File: src/design/qsed_pkg.sv
// qsed_pkg: shared types, result kind codes and escape tables for the
// quoted string escape decoder. No dependencies; used by the top level
// and by its checker.
package qsed_pkg;

    // one input transaction: a character or the end-of-buffer mark
    typedef struct packed {
        logic [7:0] ch;
        logic       at_end;
    } item_t;

    // one result transaction: decoded byte and its kind code
    typedef struct packed {
        logic [7:0] out_byte;
        logic [2:0] kind;
    } result_t;

    // result kind codes
    localparam logic [2:0] KIND_DATA     = 3'd0;
    localparam logic [2:0] KIND_CLOSED   = 3'd1;
    localparam logic [2:0] KIND_BAD      = 3'd2;
    localparam logic [2:0] KIND_UNTERM   = 3'd3;
    localparam logic [2:0] KIND_NO_QUOTE = 3'd4;

    // characters with a meaning to the scanner
    localparam logic [7:0] CH_DQUOTE    = 8'h22;
    localparam logic [7:0] CH_SQUOTE    = 8'h27;
    localparam logic [7:0] CH_BACKSLASH = 8'h5C;
    localparam logic [7:0] CH_DASH      = 8'h2D;
    localparam logic [7:0] CH_LOWER_C   = 8'h63;
    localparam logic [7:0] CH_UPPER_C   = 8'h43;
    localparam logic [7:0] CH_UPPER_M   = 8'h4D;
    localparam logic [7:0] CH_LOWER_A   = 8'h61;
    localparam logic [7:0] CH_LOWER_Z   = 8'h7A;
    localparam logic [7:0] CH_AT        = 8'h40;
    localparam logic [7:0] CH_UNDERSCORE = 8'h5F;
    localparam logic [7:0] META_BIT     = 8'h80;

    // single-letter escapes: returns {hit, control code}
    function automatic logic [8:0] esc_lookup(input logic [7:0] c);
        logic [8:0] r;
        case (c)
            8'h61:   r = {1'b1, 8'h07};   // a
            8'h62:   r = {1'b1, 8'h08};   // b
            8'h74:   r = {1'b1, 8'h09};   // t
            8'h6E:   r = {1'b1, 8'h0A};   // n
            8'h76:   r = {1'b1, 8'h0B};   // v
            8'h66:   r = {1'b1, 8'h0C};   // f
            8'h72:   r = {1'b1, 8'h0D};   // r
            8'h65:   r = {1'b1, 8'h1B};   // e
            8'h73:   r = {1'b1, 8'h20};   // s
            default: r = 9'd0;
        endcase
        return r;
    endfunction

    // octal digit test
    function automatic logic is_octal(input logic [7:0] c);
        return c[7:3] == 5'b00110;
    endfunction

    // control letter test: upper-cased character lies in '@'..'_'
    function automatic logic is_ctl(input logic [7:0] c);
        return (c >= CH_AT && c <= CH_UNDERSCORE) || (c >= CH_LOWER_A && c <= CH_LOWER_Z);
    endfunction

endpackage

File: src/design/quoted_string_escape_decoder_top.sv
// Quoted string escape decoder, top level: input register, scanner state
// machine and result register. Depends on qsed_pkg.
//
// An accepted input transaction is held in the input register; its result, if any,
// moves on to the result register when that register is free or its result is leaving.
// Throughput: one character per cycle while the output is not stalled; the input
// register lets one more transaction in while a finished result waits at a stalled output.
// Reset: rst_n clears valid flags and returns the scanner to idle.
module quoted_string_escape_decoder_top (
    input  logic               clk,
    input  logic               rst_n,
    input  logic               item_valid,
    output logic               item_stall,
    input  qsed_pkg::item_t    item,
    output logic               result_valid,
    input  logic               result_stall,
    output qsed_pkg::result_t  result
);

    typedef enum logic [3:0] {
        ST_IDLE      = 4'd0,
        ST_NORMAL    = 4'd1,
        ST_ESC       = 4'd2,
        ST_OCT1      = 4'd3,
        ST_OCT2      = 4'd4,
        ST_SMALLC    = 4'd5,
        ST_BIGC      = 4'd6,
        ST_BIGC_DASH = 4'd7,
        ST_BIGM      = 4'd8,
        ST_BIGM_DASH = 4'd9,
        ST_M_ESC     = 4'd10,
        ST_M_ESC_C   = 4'd11,
        ST_M_ESC_C_D = 4'd12
    } scan_state_t;

    logic              s1_valid_reg;
    qsed_pkg::item_t   s1_item_reg;
    logic              res_valid_reg;
    qsed_pkg::result_t res_reg;
    scan_state_t       state_reg;
    scan_state_t       state_next;
    logic              quote_dbl_reg;
    logic              quote_dbl_next;
    logic [8:0]        octal_reg;
    logic [8:0]        octal_next;

    logic              has_res;
    qsed_pkg::result_t res_next;
    logic              s1_adv;
    logic              accept;
    logic [7:0]        c;
    logic [7:0]        delim;
    logic [8:0]        esc_hit;
    logic [8:0]        octal_shift;

    // handshake: stage 1 moves on when the result register is free
    assign s1_adv     = s1_valid_reg && (!res_valid_reg || !result_stall);
    assign item_stall = s1_valid_reg && res_valid_reg && result_stall;
    assign accept     = item_valid && !item_stall;

    assign result_valid = res_valid_reg;
    assign result       = res_reg;

    assign c           = s1_item_reg.ch;
    assign delim       = quote_dbl_reg ? qsed_pkg::CH_DQUOTE : qsed_pkg::CH_SQUOTE;
    assign esc_hit     = qsed_pkg::esc_lookup(c);
    assign octal_shift = {octal_reg[5:0], c[2:0]};

    // scanner: next state and optional result for the character in stage 1
    always_comb
    begin
        state_next     = state_reg;
        quote_dbl_next = quote_dbl_reg;
        octal_next     = octal_reg;
        has_res        = 1'b0;
        res_next       = '{out_byte: 8'd0, kind: qsed_pkg::KIND_DATA};

        if (state_reg == ST_IDLE)
        begin
            if (!s1_item_reg.at_end &&
                (c == qsed_pkg::CH_DQUOTE || c == qsed_pkg::CH_SQUOTE))
            begin
                quote_dbl_next = (c == qsed_pkg::CH_DQUOTE);
                state_next     = ST_NORMAL;
            end
            else
            begin
                has_res       = 1'b1;
                res_next.kind = qsed_pkg::KIND_NO_QUOTE;
            end
        end
        else if (s1_item_reg.at_end)
        begin
            has_res       = 1'b1;
            res_next.kind = qsed_pkg::KIND_UNTERM;
            state_next    = ST_IDLE;
        end
        else
        begin
            // data results leave the scanner in normal text, closing and bad escapes go idle
            case (state_reg)
                ST_NORMAL:
                begin
                    if (c == delim)
                    begin
                        has_res       = 1'b1;
                        res_next.kind = qsed_pkg::KIND_CLOSED;
                        state_next    = ST_IDLE;
                    end
                    else if (c == qsed_pkg::CH_BACKSLASH)
                    begin
                        state_next = ST_ESC;
                    end
                    else
                    begin
                        has_res           = 1'b1;
                        res_next.out_byte = c;
                    end
                end
                ST_ESC:
                begin
                    state_next = ST_NORMAL;
                    if (c == delim || c == 8'd0)
                    begin
                        has_res           = 1'b1;
                        res_next.out_byte = c;
                    end
                    else if (esc_hit[8])
                    begin
                        has_res           = 1'b1;
                        res_next.out_byte = esc_hit[7:0];
                    end
                    else if (qsed_pkg::is_octal(c))
                    begin
                        octal_next = {6'd0, c[2:0]};
                        state_next = ST_OCT1;
                    end
                    else if (c == qsed_pkg::CH_LOWER_C)
                    begin
                        state_next = ST_SMALLC;
                    end
                    else if (c == qsed_pkg::CH_UPPER_C)
                    begin
                        state_next = ST_BIGC;
                    end
                    else if (c == qsed_pkg::CH_UPPER_M)
                    begin
                        state_next = ST_BIGM;
                    end
                    else
                    begin
                        has_res       = 1'b1;
                        res_next.kind = qsed_pkg::KIND_BAD;
                        state_next    = ST_IDLE;
                    end
                end
                ST_OCT1, ST_OCT2:
                begin
                    if (!qsed_pkg::is_octal(c))
                    begin
                        has_res       = 1'b1;
                        res_next.kind = qsed_pkg::KIND_BAD;
                        state_next    = ST_IDLE;
                    end
                    else
                    begin
                        octal_next = octal_shift;
                        if (state_reg == ST_OCT1)
                        begin
                            state_next = ST_OCT2;
                        end
                        else
                        begin
                            has_res           = 1'b1;
                            res_next.out_byte = octal_shift[7:0];
                            state_next        = ST_NORMAL;
                        end
                    end
                end
                ST_SMALLC, ST_BIGC_DASH, ST_M_ESC_C_D:
                begin
                    has_res = 1'b1;
                    if (!qsed_pkg::is_ctl(c))
                    begin
                        res_next.kind = qsed_pkg::KIND_BAD;
                        state_next    = ST_IDLE;
                    end
                    else
                    begin
                        // upper-casing and subtracting '@' leave the low five bits
                        res_next.out_byte = {(state_reg == ST_M_ESC_C_D), 2'b00, c[4:0]};
                        state_next        = ST_NORMAL;
                    end
                end
                ST_BIGC, ST_BIGM, ST_M_ESC_C:
                begin
                    if (c != qsed_pkg::CH_DASH)
                    begin
                        has_res       = 1'b1;
                        res_next.kind = qsed_pkg::KIND_BAD;
                        state_next    = ST_IDLE;
                    end
                    else if (state_reg == ST_BIGC)
                    begin
                        state_next = ST_BIGC_DASH;
                    end
                    else if (state_reg == ST_BIGM)
                    begin
                        state_next = ST_BIGM_DASH;
                    end
                    else
                    begin
                        state_next = ST_M_ESC_C_D;
                    end
                end
                ST_BIGM_DASH:
                begin
                    if (c == qsed_pkg::CH_BACKSLASH)
                    begin
                        state_next = ST_M_ESC;
                    end
                    else
                    begin
                        has_res           = 1'b1;
                        res_next.out_byte = c | qsed_pkg::META_BIT;
                        state_next        = ST_NORMAL;
                    end
                end
                ST_M_ESC:
                begin
                    if (c != qsed_pkg::CH_UPPER_C)
                    begin
                        has_res       = 1'b1;
                        res_next.kind = qsed_pkg::KIND_BAD;
                        state_next    = ST_IDLE;
                    end
                    else
                    begin
                        state_next = ST_M_ESC_C;
                    end
                end
                default:
                begin
                    has_res       = 1'b1;
                    res_next.kind = qsed_pkg::KIND_BAD;
                    state_next    = ST_IDLE;
                end
            endcase
        end
    end

    // control registers: valids and scanner state
    always_ff @(posedge clk or negedge rst_n)
    begin
        if (!rst_n)
        begin
            s1_valid_reg  <= 1'b0;
            res_valid_reg <= 1'b0;
            state_reg     <= ST_IDLE;
            quote_dbl_reg <= 1'b0;
            octal_reg     <= 9'd0;
        end
        else
        begin
            if (accept)
            begin
                s1_valid_reg <= 1'b1;
            end
            else if (s1_adv)
            begin
                s1_valid_reg <= 1'b0;
            end

            if (s1_adv)
            begin
                res_valid_reg <= has_res;
                state_reg     <= state_next;
                quote_dbl_reg <= quote_dbl_next;
                octal_reg     <= octal_next;
            end
            else if (res_valid_reg && !result_stall)
            begin
                res_valid_reg <= 1'b0;
            end
        end
    end

    // payload registers
    always_ff @(posedge clk)
    begin
        if (accept)
        begin
            s1_item_reg <= item;
        end
        if (s1_adv && has_res)
        begin
            res_reg <= res_next;
        end
    end

endmodule

File: config.mk
export PLATFORM = sky130hd
export DESIGN_NAME = quoted_string_escape_decoder_top
export DESIGN_NICKNAME = d
export VERILOG_FILES = /design/src/design/qsed_pkg.sv /design/src/design/quoted_string_escape_decoder_top.sv
export SDC_FILE = /design/constraint.sdc
export NUM_CORES = 1
export LEC_CHECK = 0
export ABC_AREA = 1
export BUFFER_PORTS_ARGS = -buffer_cell sky130_fd_sc_hd__buf_2
export CORE_AREA = 2 2 85 71
export CTS_CLUSTER_DIAMETER = 100
export DETAILED_ROUTE_END_ITERATION = 12
export DIE_AREA = 0 0 87 73
export SYNTH_ARGS = -nofsm -noshare
export SYNTH_HDL_FRONTEND = slang
export SYNTH_SLANG_ARGS = --single-unit
File: constraint.sdc
create_clock -name clk -period 2.44 [get_ports clk]
set_input_delay 0.244 -clock clk [delete_from_list [all_inputs] [get_ports clk]]
set_output_delay 0.244 -clock clk [all_outputs]
set_load 0.02 [all_outputs]
==> results of run 1 <==
metrics by stage:
stage / total power [W] / instances
after floorplan: 0.00149 / 320
after global placement: 0.00175 / 410
after detailed placement: 0.00175 / 410
after CTS: 0.00219 / 419
after global routing: 0.00235 / 419
final: 0.00219 / 419
cell usage in the layout, fill, tap and decap left out, types with 2 or more instances in the layout:
cell / netlist / layout
nand2_1: 82 / 82
inv_1: 43 / 43
nor2_1: 39 / 39
nand3_1: 32 / 32
buf_2: 0 / 25
edfxtp_1: 20 / 20
o21ai_0: 17 / 17
dfrtp_1: 12 / 12
inv_2: 11 / 11
a21oi_1: 10 / 10
nand2_2: 8 / 8
nor2_4: 7 / 7
nor2_2: 7 / 7
clkbuf_8: 0 / 6
nor3_1: 5 / 5
o21ai_1: 3 / 3
nand4_1: 3 / 3
o211ai_2: 2 / 2
a22oi_1: 2 / 2
path summary, 6_finish.rpt:
check / startpoint / endpoint / slack [ns] / cells after the start
max: c[2] / result[0] / 0.28 / 9
max in group asynchronous: rst_n / result_valid / 1.87 / 2
min in group asynchronous: rst_n / quote_dbl_reg / 0.34 / 2
min: item[6] / c[5] / 0.12 / 1
max reg2reg: c[2] / result[0] / 0.28 / 9
min reg2reg: octal_reg[3] / octal_reg[3] / 0.50 / 2
repair_timing:
item,CTS,global route
endpoints found under the hold margin,12,0
setup buffers,0,0
hold buffers,1,0
cell families after synthesis:
family / Yosys count / share of synthesized area (%)
flip-flops: 32 / 39.5
buffers and inverters: 59 / 10.4
AND/OR/NAND/NOR: 187 / 38.0
AO/OA/AOI/OAI: 42 / 12.2
where the power goes:
part | switching [W] | internal, W | leakage [nW]
combinational | 0.000671 | 0.000269 | 0.858
clock | 0.000217 | 0.000229 | 0.0445
sequential | 0.0000688 | 0.000737 | 0.329
total | 0.000956 | 0.00124 | 1.23
critical path: stages, from the launching register on:
cell and delay [ns]:
edfxtp_1 0.53, nand2_1 0.19, inv_1 0.07, nand2_1 0.12
nor2_1 0.07, nor3_1 0.26, nand2_1 0.09, nand2_1 0.07
nand3_1 0.09, inv_1 0.32
cell type report:
| type | count | area, sq um | share of cell area [%] |
|---|---|---|---|
| clock buffers | 7 | 86.3 | 3.35 |
| clock inverters | 1 | 7.51 | 0.291 |
| inverters | 56 | 214 | 8.30 |
| multi-input cells | 229 | 1140 | 44.3 |
| flip-flops and latches | 32 | 901 | 34.9 |
| well taps | 67 | 83.8 | 3.25 |
| repair buffers | 27 | 143 | 5.53 |
routing by layer:
metal  up-vias  part of all wire (%)  track usage [%]
met2       118                    43             31.2
met1       964                    48             29.8
met4         0                   2.3             7.99
met5         -                     0                0
met3        15                   7.4             5.66
li1       1095                     -                -
==> out/metrics.cfg, run 1 <==
[clock_network]
numCtsBuffers=5
cts-root-buf=clkbuf_8
ctsResizeCount=0
cts_tree=done
htreeDepth=2
cts.sinks=32
insertion_delay_ns=0.31
path_clk_slew_ns=0.07
clk_path_buf_depth=2

[worst_setup_path]
cp.required_ns=2.40
path_max_fanout=11
critPathCaptureType=flop
cp-start-kind=flop
crit_type=reg -> reg
arrival_ns=2.12

[finish]
diodes=0
drive_gt1_share_pct=21.3
syn2layout_area_growth_pct=13.1
fillCellCount=577
fin_util_pct=46.1
nets=364
largest_reg_flops=11
postLayoutCellArea_sq_um=2580

[routing]
post_drt_wl_per_cell_um=14.5
post-route-drc-count=0
first_pass_iters=5
vias_per_cell=5.23
drt_iter0_drc=272
ant_nets=0
wirelength_um=6080
num_vias=2192

[global_routing]
grt_overflow=0
grt_pass1_wl_um=9930
grt_start_max_net_pins=13
antenna_found_initial=0
track_usage_pct=21.2
grt_pass1_vias=2002

[power]
vdd_drop_max_uv=381
p_per_area_nw_per_um2=850
power.leakage_nw=1.23

[timing]
tightest_slew_ns=0.469
setup_viol=0
fmax_mhz=462
hold_viol=0
finalWorstSetupSlack_ns=0.276
fin_tns_setup_ns=0
fin_skew_ns=0.0143
min_period_ns=2.16
post-route-period-util_pct=88.7
max_slew_margin_pct=68.4
drv_slew=0
hold-worst-slack_ns=0.116
rsz0062_at_grt=false

[die]
rows=25
die_h_um=73
die-area_sq_um=6350
die_w_um=87
io_pins=26
core_area_sq_um=5600
initial_core_util_pct=40.7

[logic_synthesis]
synth.most_common_cell=nand2_1
synth_area_leader_cell=edfxtp_1
syn-mean-instance-area_sq_um=7.13
syn_inst=320
ys_types=32
synth_warnings=0
synth_nets=333
yosysSeqAreaShare_pct=39.5
yosys_register_bits=32
synth_top_area_share_pct=26.3
syn_area_sq_um=2280
synth_commonest_cells=82 x nand2_1, 43 x inv_1, 39 x nor2_1, 32 x nand3_1, 20 x edfxtp_1
synth_ff_type=edfxtp_1
netlist_top_cells_area=edfxtp_1 26%, nand2_1 13%, dfrtp_1 13%
synth_enable_flop_cells=20
async_flop_share_pct=37.5

[placement]
place_hpwl_um=4940
port_buffers=25
dp_slack_ns=0.290
place_congestion=0.959
placed_area_sq_um=2470

[run_status]
status=completed

[min_path]
hold_class=in -> reg

[flow_run]
max_cap_violations=0

Power figures use the tool's default switching activity.
==> inputs of run 2 (changes only) <==
Settings changed: SETUP_SLACK_MARGIN from default to 0.2.
Clock period 2.44 ns to 2.05 ns, I/O delays scaled along.
==> out/metrics.cfg, run 2 (same netlist as run 1, synthesis figures left out) <==
[timing]
max_slew_margin_pct=76.3
finalWorstSetupSlack_ns=0.0721
post-route-period-util_pct=96.5
min_period_ns=1.98
tightest_slew_ns=0.355
hold_viol=0
drv_slew=0
rsz0062_at_grt=true
hold-worst-slack_ns=0.0822
setup_viol=0
fin_skew_ns=0.0130
fmax_mhz=506

[finish]
diodes=0
drive_gt1_share_pct=43.6
final_common_cell=nand2_1
postLayoutCellArea_sq_um=3120
largest_reg_flops=11
stdcell_count=457
nets=402
fillCellCount=507
mostFrequentLayoutCells=65 x nand2_1, 36 x inv_1, 34 x buf_4
syn2layout_area_growth_pct=36.7

[clock_network]
cts_tree=done
insertion_delay_ns=0.30
path_clk_slew_ns=0.07
cts-root-buf=clkbuf_8
htreeDepth=2
numCtsBuffers=5
clk_path_buf_depth=2
cts.sinks=32

[worst_setup_path]
cp_top_family=simple AND/OR/NAND/NOR gates
arrival_ns=2.01
path_max_fanout=6
crit_type=reg -> reg
crit_buf_inv=3
rr_worst_depth=10
cp.required_ns=2.08
cpMostUsedCell=inv_2
cp-start-kind=flop
critPathCaptureType=flop
crit_slowest_cell=edfxtp_1
cp.depth=10
crit_path_max_incr_delay_ns=0.51
crit_chain=inv_2, nand2_4, nor2_4, inv_2, o21ai_2, nand3_1, nor3_2, nand2_2, nand3_4, clkinvlp_4
r2r_slack_ns=0.07

[placement]
dp_cells=416
port_buffers=25
place_hpwl_um=5060
place_congestion=0.941
dp_slack_ns=0.0466
placed_area_sq_um=2520

[power]
p_per_area_nw_per_um2=945
vdd_drop_max_uv=464
power.leakage_nw=1.46

[routing]
vias_per_cell=5.19
post_drt_wl_per_cell_um=15.1
wirelength_um=6910
first_pass_iters=4
ant_nets=0
num_vias=2374
drt_iter0_drc=279
post-route-drc-count=0

[global_routing]
antenna_found_initial=0
grt_pass1_wl_um=10800
grt_start_max_net_pins=13
grt_overflow=0
grt_pass1_vias=2176
track_usage_pct=22.6

[die]
die-area_sq_um=6350
die_w_um=87
rows=25
initial_core_util_pct=40.7
core_area_sq_um=5600
io_pins=26
die_h_um=73

[min_path]
hold_class=in -> reg
hold_depth=1

[run_status]
status=completed

[flow_run]
max_cap_violations=0

[run 2: layer usage]
| layer | track usage (%) | vias to the layer above | part of all wire (%) |
|---|---|---|---|
| li1 | - | 1172 | - |
| met1 | 31.6 | 1090 | 43 |
| met2 | 34.2 | 103 | 46 |
| met3 | 5.54 | 9 | 9.3 |
| met4 | 7.47 | 0 | 1.7 |
| met5 | 0 | - | 0 |
[run 2: per-stage QoR]
stage | power (W) | utilization [%] | setup TNS, ns
finish | 0.00295 | 55.7 | 0
global route | 0.00315 | 55.7 | -0.327
CTS | 0.00275 | 50.7 | 0
detailed placement | 0.00212 | 45.0 | 0
global placement | 0.00212 | 45.0 | 0
floorplan | 0.00178 | - | 0
[run 2: power by group]
group / leakage, nW / switching (W) / internal, W
logic: 1.08 / 0.000978 / 0.000512
registers: 0.326 / 0.0000906 / 0.000877
clock network: 0.0479 / 0.000254 / 0.000236
total: 1.46 / 0.00132 / 0.00163
[run 2: final timing paths]
path,start,end
setup / recovery,c[2],result[6]
max in group asynchronous,rst_n,state_reg[3]
setup reg to reg,c[2],result[6]
min in group asynchronous,rst_n,state_reg[2]
hold / removal,item[5],c[4]
hold reg to reg,octal_reg[3],octal_reg[3]
[run 2: area by class of cell]
type                    instances  area [sq um]  area share [%]
repair inverters                1          7.51           0.241
inverters                      56           223            7.14
well taps                      67          83.8            2.69
clock buffers                   5          68.8            2.21
clock inverters                 3          18.8           0.602
repair buffers                 64           435            14.0
flip-flops and latches         32           903            29.0
multi-input cells             229          1380            44.2
[run 2: worst reg2reg max path, delay by kind of cell, from the launching register on]
kind                   cells  cell delay, ns
AOI/OAI and AO/OA          1            0.13
and+or+nand+nor            6            0.75
DFF                        1            0.51
buffers and inverters      3            0.35
[run 2: repair_timing]
action                                  in CTS  in global routing
endpoints found under the setup margin      21                 26
endpoints found under the hold margin       12                  0
resized for setup                           32                 48
setup buffers                               15                 16
hold buffers                                 1                  0
cloned                                       1                  0
pin swaps                                   11                 11
